==> config.mk <==
export PLATFORM = sky130hd
export DESIGN_NAME = srt_ctrl
export DESIGN_NICKNAME = d
export VERILOG_FILES = /design/src/rtl/srt_pkg.sv /design/src/rtl/srt_ctrl.sv
export SDC_FILE = /design/constraint.sdc
export NUM_CORES = 1
export LEC_CHECK = 0
export BUFFER_PORTS_ARGS = -buffer_cell sky130_fd_sc_hd__buf_2
export CORE_AREA = 8 8 45 47
export CTS_BUF_LIST = sky130_fd_sc_hd__clkbuf_2 sky130_fd_sc_hd__clkbuf_4 sky130_fd_sc_hd__clkbuf_8
export DETAILED_ROUTE_END_ITERATION = 6
export DIE_AREA = 0 0 53 55
export SETUP_SLACK_MARGIN = 0.02
export SYNTH_ARGS = -nofsm -noshare
export SYNTH_HDL_FRONTEND = slang
export SYNTH_SLANG_ARGS = --single-unit
==> constraint.sdc <==
create_clock -name clk -period 1 [get_ports clk]
set_input_delay 0.2 -clock clk [delete_from_list [all_inputs] [get_ports clk]]
set_output_delay 0.2 -clock clk [all_outputs]
set_load 0.05 [all_outputs]
==> src/rtl/srt_pkg.sv <==
// Shared types and constants for the sorted record table.
// Record layout, operation and status codes, and controller/datapath command types.
// No dependencies.
package srt_pkg;

  localparam int TABLE_DEPTH = 64;
  localparam int IDX_W       = $clog2(TABLE_DEPTH);
  localparam int CNT_W       = $clog2(TABLE_DEPTH + 1);
  localparam int NAME_BYTES  = 30;
  localparam int NAME_SPAN   = 30;
  localparam int NAME_W      = NAME_SPAN * 8;

  localparam logic [1:0] OP_INSERT = 2'd0;
  localparam logic [1:0] OP_DELETE = 2'd1;
  localparam logic [1:0] OP_READ   = 2'd2;

  localparam logic [1:0] ST_OK    = 2'd0;
  localparam logic [1:0] ST_RANGE = 2'd1;
  localparam logic [1:0] ST_FULL  = 2'd2;

  typedef struct packed {
    logic [15:0] year;
    logic [63:0] w0;
    logic [63:0] w1;
    logic [63:0] w2;
    logic [47:0] w3;
  } rec_t;

  typedef struct packed {
    logic ld_new;
    logic ld_prev;
    logic ld_next;
  } cell_cmd_t;

  typedef struct packed {
    logic capture;
    logic eval;
    logic commit;
  } dp_cmd_t;

  typedef struct packed {
    logic out_free;
  } dp_sts_t;

endpackage

==> src/rtl/srt_ctrl.sv <==
// Request sequencer for the sorted record table: capture, evaluate, commit.
// Depends on srt_pkg.
module srt_ctrl (
  input  logic             clk,
  input  logic             rst_n,
  input  logic             in_valid,
  output logic             in_ready,
  input  srt_pkg::dp_sts_t sts,
  output srt_pkg::dp_cmd_t cmd
);
  import srt_pkg::*;

  localparam logic [1:0] S_IDLE   = 2'd0;
  localparam logic [1:0] S_EVAL   = 2'd1;
  localparam logic [1:0] S_COMMIT = 2'd2;

  logic [1:0] state_r, state_nxt;

  always_comb begin
    state_nxt   = state_r;
    in_ready    = 1'b0;
    cmd         = '0;
    unique case (state_r)
      S_IDLE: begin
        in_ready = 1'b1;
        if (in_valid) begin
          cmd.capture = 1'b1;
          state_nxt   = S_EVAL;
        end
      end
      S_EVAL: begin
        cmd.eval  = 1'b1;
        state_nxt = S_COMMIT;
      end
      S_COMMIT: begin
        if (sts.out_free) begin
          cmd.commit = 1'b1;
          in_ready   = 1'b1;
          if (in_valid) begin
            cmd.capture = 1'b1;
            state_nxt   = S_EVAL;
          end else begin
            state_nxt = S_IDLE;
          end
        end
      end
      default: begin
        state_nxt = S_IDLE;
      end
    endcase
  end

  always_ff @(posedge clk) begin
    if (!rst_n) begin
      state_r <= S_IDLE;
    end else begin
      state_r <= state_nxt;
    end
  end

endmodule

==> run summary, run 1 <==
Status - finished with violations
Failing checks - setup timing
Max frequency - 812 MHz
Dpl hpwl - 307 µm
WL/cell - 9.59 µm
Setup Skew - 0.00176 ns
Remaining antenna violation count - 0
Synth top area share - 35.6%
Residual DRC count - 0
# nets final - 29
Routability Congestion - 0.568
Initial drt markers - 2
NetSw - 0.109 mW
PortBufs - 7
Diode count - 0
CTS tree - done
Grt total ovfl - 0
Synth cell types - 9
P per Cell Area - 1420 nW/µm²
Max VDD drop - 0.292 mV
Total Power - 0.377 mW
Pint - 0.268 mW
Net Sw Frac - 28.8%
Max Cap Viol - 0
Core area - 1380 µm²
Peak per-stage delay on the critical path - 0.32 ns
Vias per cell - 3.21
Hold Crit Class - in2reg
Antenna violations before repair - 0
Clock power frac - 46.6%
Slew headroom - 86.3%
Io pins - 8
Area after DPL - 205 µm²
Filler cell count - 151
Synth area leaders - dfxtp_1 (36%), nor4bb_2 (14%), nor3b_1 (13%), and3b_1 (7.8%), and2b_1 (6.7%)
Register area share after synthesis - 35.6%
Cells along the critical path - nor2b_4 -> nor3b_4 -> buf_6
Clock sinks - 2
Layout cells sized above 1 - 87.0%
Largest Register - state_r
Vias - 125
Die Y - 55 µm
TritonCTS Buffers - 3
WP data arrival - 1.03 ns
Synth Net Count - 15
Min cycle time layout - 1.23 ns
Final setup violation count - 4
Syn_area_per_cell - 10.2 µm²
Final wirelength - 374 µm
Area delta synth->final - 136%
Flops & latches, synth - 2
Ys Warns - 0
Fin area - 265 µm²
Sequential fraction of design power - 24.3%
Lkg Pwr - 0.117 nW
Post-synth top area cell - dfxtp_1
Largest net degree at the start of global routing - 6
Die W - 53 µm
Total GRT Usage - 3.44%
Router iterations before antenna repair - 2
Initial Util - 8.14%
Top flop regs - state_r: 2 flops
Number of global-route vias before repair - 132
Max FO, Critical Path - 4
Max FFs per register - 2
RSZ-0062 raised after global routing - yes
Crit Path Class - reg2out
Worst skew pair latency - 0.22 ns
Data required, critical path - 0.80 ns
Reg clk slew, reported paths - 0.03 ns
Final Worst Setup Slack - -0.232 ns
Final Max Slew Viols - 0
FP Rows - 14
TNS Setup - -0.690 ns
H-tree lvl count - 1
Root Buffer - clkbuf_4
Post-Syn Instances - 11
Syn Std Cell Area - 113 µm²
First-pass GRT wire length - 572 µm
Final core utilization - 19.2%
Worst path slowest cell - dfxtp_2
Die Area - 2920 µm²
Final Hold Viols - 0
Slew @ Worst Pin - 0.203 ns
Max Buffers Root-to-Sink - 2
Final period utilization - 123%
Gate power share - 29.0%
Crit end category - output pin
Setup crit start kind - flip-flop
==> cell usage after synthesis <==
library cell and instances:
nor4bb_2 1, and3b_1 1, nor3b_1 2, and2b_1 1, dfxtp_1 2, o21a_1 1
buf_4 1, nor2b_1 1, nor2_1 1
==> metrics by stage <==
stage / hold WS (ns) / setup WS, ns / instances
5_1_grt: 0.187 / -0.280 / 39
3_3_place_gp: 0.413 / -0.0871 / 36
3_5_place_dp: 0.422 / -0.0964 / 36
2_1_floorplan: 0.318 / -0.132 / 11
6_report: 0.194 / -0.232 / 39
4_1_cts: 0.185 / -0.235 / 40
==> critical path: cells and delay by family, from the launching register on <==
family / cells / cell delay, ns
flops: 1 / 0.32
simple gates: 2 / 0.31
buf+inv: 1 / 0.18
==> timing repair <==
action | 4_1_cts | 5_1_grt
setup endpoints to repair | 4 | 5
resized for setup | 12 | 2
pin swaps | 2 | 1
setup buffers | 1 | 0
hold buffers | 0 | 0
==> cells in the final DEF (no fill, tap or decap) <==
master	instances
buf_6	4
clkbuf_4	3
buf_2	3
buf_4	2
and2b_1	1
and3b_2	1
nor2b_4	1
nor2_2	1
nor3b_4	1
nor4bb_2	1
nor3b_1	1
o21a_1	1
buf_8	1
dfxtp_4	1
dfxtp_2	1
==> power by group through the flow <==
stage	Combinational [mW]	Sequential, mW	Clock, mW
floorplan	0.0651	0.0919	0
global placement	0.0906	0.0920	0
detailed placement	0.0917	0.0925	0
CTS	0.113	0.0911	0.189
global route	0.114	0.0923	0.193
finish	0.109	0.0915	0.176
==> area by class of cell <==
type	count	area (µm²)	share of cell area, %
Multi-Input combinational cell	8	87.6	33.0
Timing Repair Buffer	10	90.1	34.0
Clock buffer	3	22.5	8.49
Tap cell	16	20.0	7.55
Sequential cell	2	45.0	17.0
==> layer usage <==
| metal | up-vias | GRT usage, % | routed length (µm) |
|---|---|---|---|
| met2 | 10 | 2.34 | 98 |
| met4 | 0 | 7.76 | 26 |
| met5 | - | 0 | 0 |
| met1 | 49 | 3.63 | 170 |
| li1 | 62 | - | - |
| met3 | 4 | 2.41 | 79 |
==> final timing paths <==
path / to / cells after the start / slack (ns) / start
worst max-delay path: cmd[2] / 3 / -0.23 / state_r[1]
worst min register to register: state_r[0] / 2 / 0.56 / state_r[0]
worst min-delay path: state_r[1] / 2 / 0.19 / rst_n
worst max register to register: state_r[0] / 3 / 0.07 / state_r[1]
==> logic make-up (layout without fill, tap and decap cells) <==
group,count (synthesis),in the layout,synth area share (%)
AOI/OAI and AO/OA,1,1,6.67
buffers and inverters,1,13,6.67
DFF,2,2,35.6
and+or+nand+nor,7,7,51.1
Note: power is estimated with default switching activity, not from simulation.
==> run 2: changes to the inputs <==
==> constraint.sdc (replaced) <==
create_clock -name clk -period 1 [get_ports clk]
set_input_delay 0.1 -clock clk [delete_from_list [all_inputs] [get_ports clk]]
set_output_delay 0.1 -clock clk [all_outputs]
set_load 0.05 [all_outputs]
==> run 2 against run 1 <==
  * The flow still finishes with violations (setup timing)
  * Combinational power about the same
  * Clock skew about the same
  * First-iteration DRC count decreased by 50%
  * Global-route usage increased by 0.16 points
  * Sequential power decreased by 0.8%
  * Design area decreased by 1.4%
  * Via count increased by 4.0%
  * Core utilization decreased by 0.27 points
  * Total power increased by 0.35%
  * Clock-buffer cell count unchanged
  * Critical endpoint unchanged
  * Largest power group unchanged
  * Highest routed layer is now met3
==> run summary, run 2 (synthesis gave the netlist of run 1 again) <==
Crit end category - output pin
CP Buf/Inv Count - 1
Final Max Slew Viols - 0
Setup Skew - 0.00150 ns
TNS Setup - -0.273 ns
Worst r2r dst - state_r[1]
Pint - 0.268 mW
Area delta synth->final - 132%
Final setup violation count - 4
Slew headroom - 87.6%
Lkg Pwr - 0.116 nW
Final Hold Viols - 0
Diode count - 0
Die W - 53 µm
Io pins - 8
Register Area - 45.0 µm²
Max FO, Critical Path - 4
CTS tree - done
Residual DRC count - 0
Top Family by Delay on Critical Path - simple AND/OR/NAND/NOR gates
Slew @ Worst Pin - 0.184 ns
Final Worst Setup Slack - -0.126 ns
Commonest non-fill, non-tap cells in the layout - buf_6 (5), clkbuf_4 (3), buf_2 (3)
Setup crit start kind - flip-flop
Failing checks - setup timing
Layout cells sized above 1 - 87.0%
Final period utilization - 113%
Grt total ovfl - 0
Vias - 130
Worst r2r src - state_r[0]
Clock sinks - 2
P per Cell Area - 1450 nW/µm²
Routability Congestion - 0.553
RSZ-0062 raised after global routing - yes
Final wirelength - 383 µm
TritonCTS Buffers - 3
Hold_sp - rst_n
Data required, critical path - 0.90 ns
WL/cell - 9.82 µm
Cells along the critical path - nor2b_4 -> nor3b_4 -> buf_6
Largest Register - state_r
Filler cell count - 150
Crit Path Class - reg2out
Min cycle time layout - 1.13 ns
Antenna violations before repair - 0
Gate power share - 28.9%
PortBufs - 7
Initial Util - 8.14%
Hold slack - 0.104 ns
Core area - 1380 µm²
Die Y - 55 µm
Top flop regs - state_r: 2 flops
Commonest non-fill, non-tap cell in the layout - buf_6
Initial drt markers - 1
Clock power frac - 47.1%
Die Area - 2920 µm²
First-pass GRT wire length - 662 µm
Number of global-route vias before repair - 163
Dpl hpwl - 312 µm
Hold EP - state_r[1]
Worst Reg-to-Reg Cells - 3
Worst path slowest cell - dfxtp_2
Sequential fraction of design power - 24.0%
Total GRT Usage - 3.60%
Worst skew pair latency - 0.22 ns
Reg clk slew, reported paths - 0.03 ns
Root Buffer - clkbuf_4
Peak per-stage delay on the critical path - 0.31 ns
Status - finished with violations
Max frequency - 888 MHz
Router iterations before antenna repair - 2
Largest net degree at the start of global routing - 6
Max Buffers Root-to-Sink - 2
FP Rows - 14
Remaining antenna violation count - 0
NetSw - 0.110 mW
Vias per cell - 3.33
Hold Buf Count CTS - 0
Max FFs per register - 2
H-tree lvl count - 1
Area of the multi-input gates - 87.6 µm²
WP data arrival - 1.03 ns
R2R Setup Slk - 0.04 ns
Max Cap Viol - 0
Max VDD drop - 0.404 mV
Hold path cells - 2
# nets final - 29
Net Sw Frac - 29.1%
Hold Crit Class - in2reg
## run 2: cell counts in the layout (fill, tap and decap cells not counted)
No cell type changed its count.
## run 2: worst max-delay path by stage
stage,start,to,slack [ns],depth (start not counted)
final,state_r[1],cmd[2],-0.13,3
after global routing,state_r[1],cmd[2],-0.17,3
after CTS,state_r[1],cmd[2],-0.14,3
after detailed placement,state_r[1],cmd[2],-0.008,3
after global placement,state_r[1],cmd[2],0.01,3
after floorplan,state_r[1],cmd[2],-0.03,2
## run 2: area by class of cell
type	count	share of cell area, %
tap	16	7.66
clock buffer	3	8.61
multi-input combinational	8	33.5
timing repair buffer	10	33.0
sequential	2	17.2
## run 2: metal layers
metal | up-vias | global-route usage [%] | routed length [µm]
li1 | 64 | - | -
met1 | 58 | 3.48 | 179
met2 | 8 | 3.52 | 131
met3 | 0 | 2.67 | 71
met4 | 0 | 6.47 | 0
met5 | - | 0 | 0
## run 2: power groups by stage
| stage | Sequential (mW) | Clock, mW | Combinational, mW |
|---|---|---|---|
| CTS | 0.0910 | 0.194 | 0.107 |
| floorplan | 0.0920 | 0 | 0.0648 |
| global placement | 0.0919 | 0 | 0.0851 |
| finish | 0.0908 | 0.178 | 0.109 |
| global route | 0.0920 | 0.195 | 0.115 |
| detailed placement | 0.0924 | 0 | 0.0868 |
## run 2: per-stage QoR
stage / instance area, µm² / cells / power, mW / setup slack, ns / utilization [%]
2_1_floorplan: 134 / 11 / 0.157 / -0.0324 / -
3_3_place_gp: 189 / 34 / 0.177 / 0.0105 / 13.7
3_5_place_dp: 189 / 34 / 0.179 / -0.00831 / 13.7
4_1_cts: 256 / 39 / 0.392 / -0.141 / 18.5
5_1_grt: 262 / 39 / 0.402 / -0.173 / 18.9
6_report: 262 / 39 / 0.378 / -0.126 / 18.9
## run 2: repair_timing
item                                    CTS  global route
endpoints found under the setup margin    4             5
resized for setup                        11             2
setup buffers                             2             0
pin swaps                                 2             0
==> run 3: changes to the inputs <==
--- a/config.mk
+++ b/config.mk
@@ -10,6 +10,8 @@
 export CTS_BUF_LIST = sky130_fd_sc_hd__clkbuf_2 sky130_fd_sc_hd__clkbuf_4 sky130_fd_sc_hd__clkbuf_8
 export DETAILED_ROUTE_END_ITERATION = 6
 export DIE_AREA = 0 0 53 55
+export RECOVER_POWER = 50
+export REMOVE_ABC_BUFFERS = 1
 export SETUP_SLACK_MARGIN = 0.02
 export SYNTH_ARGS = -nofsm -noshare
 export SYNTH_HDL_FRONTEND = slang
==> run 3 against run 2 <==
  * Wire length is 15% lower
  * The flow still finishes with violations (setup timing)
  * Non-clock buffer count did not move
  * Register-to-register slack better by 0.03 ns
  * Design area fell by 5.3%
  * Via count unchanged
  * Combinational power is 8% lower
  * Clock skew is 0.00057 ns lower
  * Worst hold slack got worse by 0.0030 ns
  * Clock-buffer cell count stayed put
  * Global-route usage is 0.76 points lower
==> run summary, run 3 (synthesis gave the netlist of run 1 again) <==
Filler cell count - 155
Area of the multi-input gates - 77.6 µm²
RSZ-0062 raised after global routing - yes
Max FFs per register - 2
Hold Crit Class - in2reg
Min cycle time layout - 1.12 ns
Lkg Pwr - 0.114 nW
Reg clk slew, reported paths - 0.03 ns
TritonCTS Buffers - 3
Initial drt markers - 0
Hold path cells - 2
Clock sinks - 2
Vias - 130
Final Hold Viols - 0
Largest Register - state_r
Area after DPL - 168 µm²
Fin area - 248 µm²
NetSw - 0.104 mW
Crit Path Class - reg2out
Root Buffer - clkbuf_4
Setup Skew - 0.000932 ns
Commonest non-fill, non-tap cells in the layout - buf_6 (4), clkbuf_4 (3), buf_2 (3), buf_4 (3)
Final wirelength - 325 µm
Io pins - 8
H-tree lvl count - 1
Total GRT Usage - 2.84%
Slew @ Worst Pin - 0.183 ns
CTS tree - done
Inst Count DP - 34
Max VDD drop - 0.180 mV
Router iterations before antenna repair - 1
Core area - 1380 µm²
Grt total ovfl - 0
Max FO, Critical Path - 4
Hold Buf Count CTS - 0
Layout cells sized above 1 - 78.3%
Die W - 53 µm
Setup crit start kind - flip-flop
Status - finished with violations
Routability Congestion - 0.721
Commonest non-fill, non-tap cell in the layout - buf_6
Die Y - 55 µm
Final period utilization - 112%
Initial Util - 8.14%
Worst skew pair latency - 0.22 ns
TNS Setup - -0.214 ns
Crit end category - output pin
Remaining antenna violation count - 0
Sequential fraction of design power - 24.5%
Antenna violations before repair - 0
Final Worst Setup Slack - -0.118 ns
Gate power share - 27.3%
Clock power frac - 48.2%
Failing checks - setup timing
Worst Reg-to-Reg Cells - 3
Largest net degree at the start of global routing - 7
WP data arrival - 1.02 ns
# nets final - 29
Final setup violation count - 4
DP Worst Slack - -0.00958 ns
Area delta synth->final - 120%
R2R Setup Slk - 0.07 ns
Residual DRC count - 0
Final Max Slew Viols - 0
Vias per cell - 3.33
Max Cap Viol - 0
Pint - 0.262 mW
FP Rows - 14
Top flop regs - state_r: 2 flops
WL/cell - 8.33 µm
Die Area - 2920 µm²
Slew headroom - 87.6%
Post-Layout Cell Count - 39
Max Buffers Root-to-Sink - 2
Data required, critical path - 0.90 ns
Net Sw Frac - 28.4%
Max frequency - 894 MHz
First-pass GRT wire length - 420 µm
PortBufs - 7
Diode count - 0
Total Power - 0.366 mW
P per Cell Area - 1480 nW/µm²
Number of global-route vias before repair - 131
Register Area - 45.0 µm²
[run 3: area by class of cell]
type | instances | share of cell area [%]
Sequential cell | 2 | 18.2
Timing Repair Buffer | 10 | 33.3
Tap cell | 16 | 8.08
Multi-Input combinational cell | 8 | 31.3
Clock buffer | 3 | 9.09
[run 3: worst paths after layout]
kind               from          to
max          state_r[1]      cmd[2]
min               rst_n  state_r[1]
max reg2reg  state_r[0]  state_r[1]
min reg2reg  state_r[0]  state_r[0]
[run 3: through the flow]
step           util (%)  hold slack, ns
2_1_floorplan         -           0.218
3_3_place_gp       12.1           0.328
3_5_place_dp       12.1           0.331
6_report           17.9           0.101
4_1_cts            17.6          0.0936
5_1_grt            17.9          0.0974
[run 3: layer usage]
layer	wire length, µm	global-route usage, %
met1	82	1.06
met2	150	3.32
met3	64	1.07
met4	27	10.3
met5	0	0
[run 3: timing repair]
| action | in CTS | in global routing |
|---|---|---|
| gates resized for setup | 13 | 1 |
| buffers inserted | 2 | 0 |
| endpoints found under the setup margin | 4 | 4 |
| pin swaps | 1 | 1 |
| hold endpoints to repair | 0 | 0 |
[run 3: critical path, cell delays in order (launching register included)]
cell and delay (ns):
dfxtp_2 0.31, nor2b_4 0.13, nor3b_2 0.17, buf_6 0.18
[run 3: power groups by stage]
stage | logic, mW | clock network [mW] | registers, mW
detailed placement | 0.0746 | 0 | 0.0912
finish | 0.0999 | 0.177 | 0.0899
global route | 0.104 | 0.192 | 0.0909
CTS | 0.0983 | 0.191 | 0.0900
global placement | 0.0737 | 0 | 0.0909
floorplan | 0.0541 | 0 | 0.0902
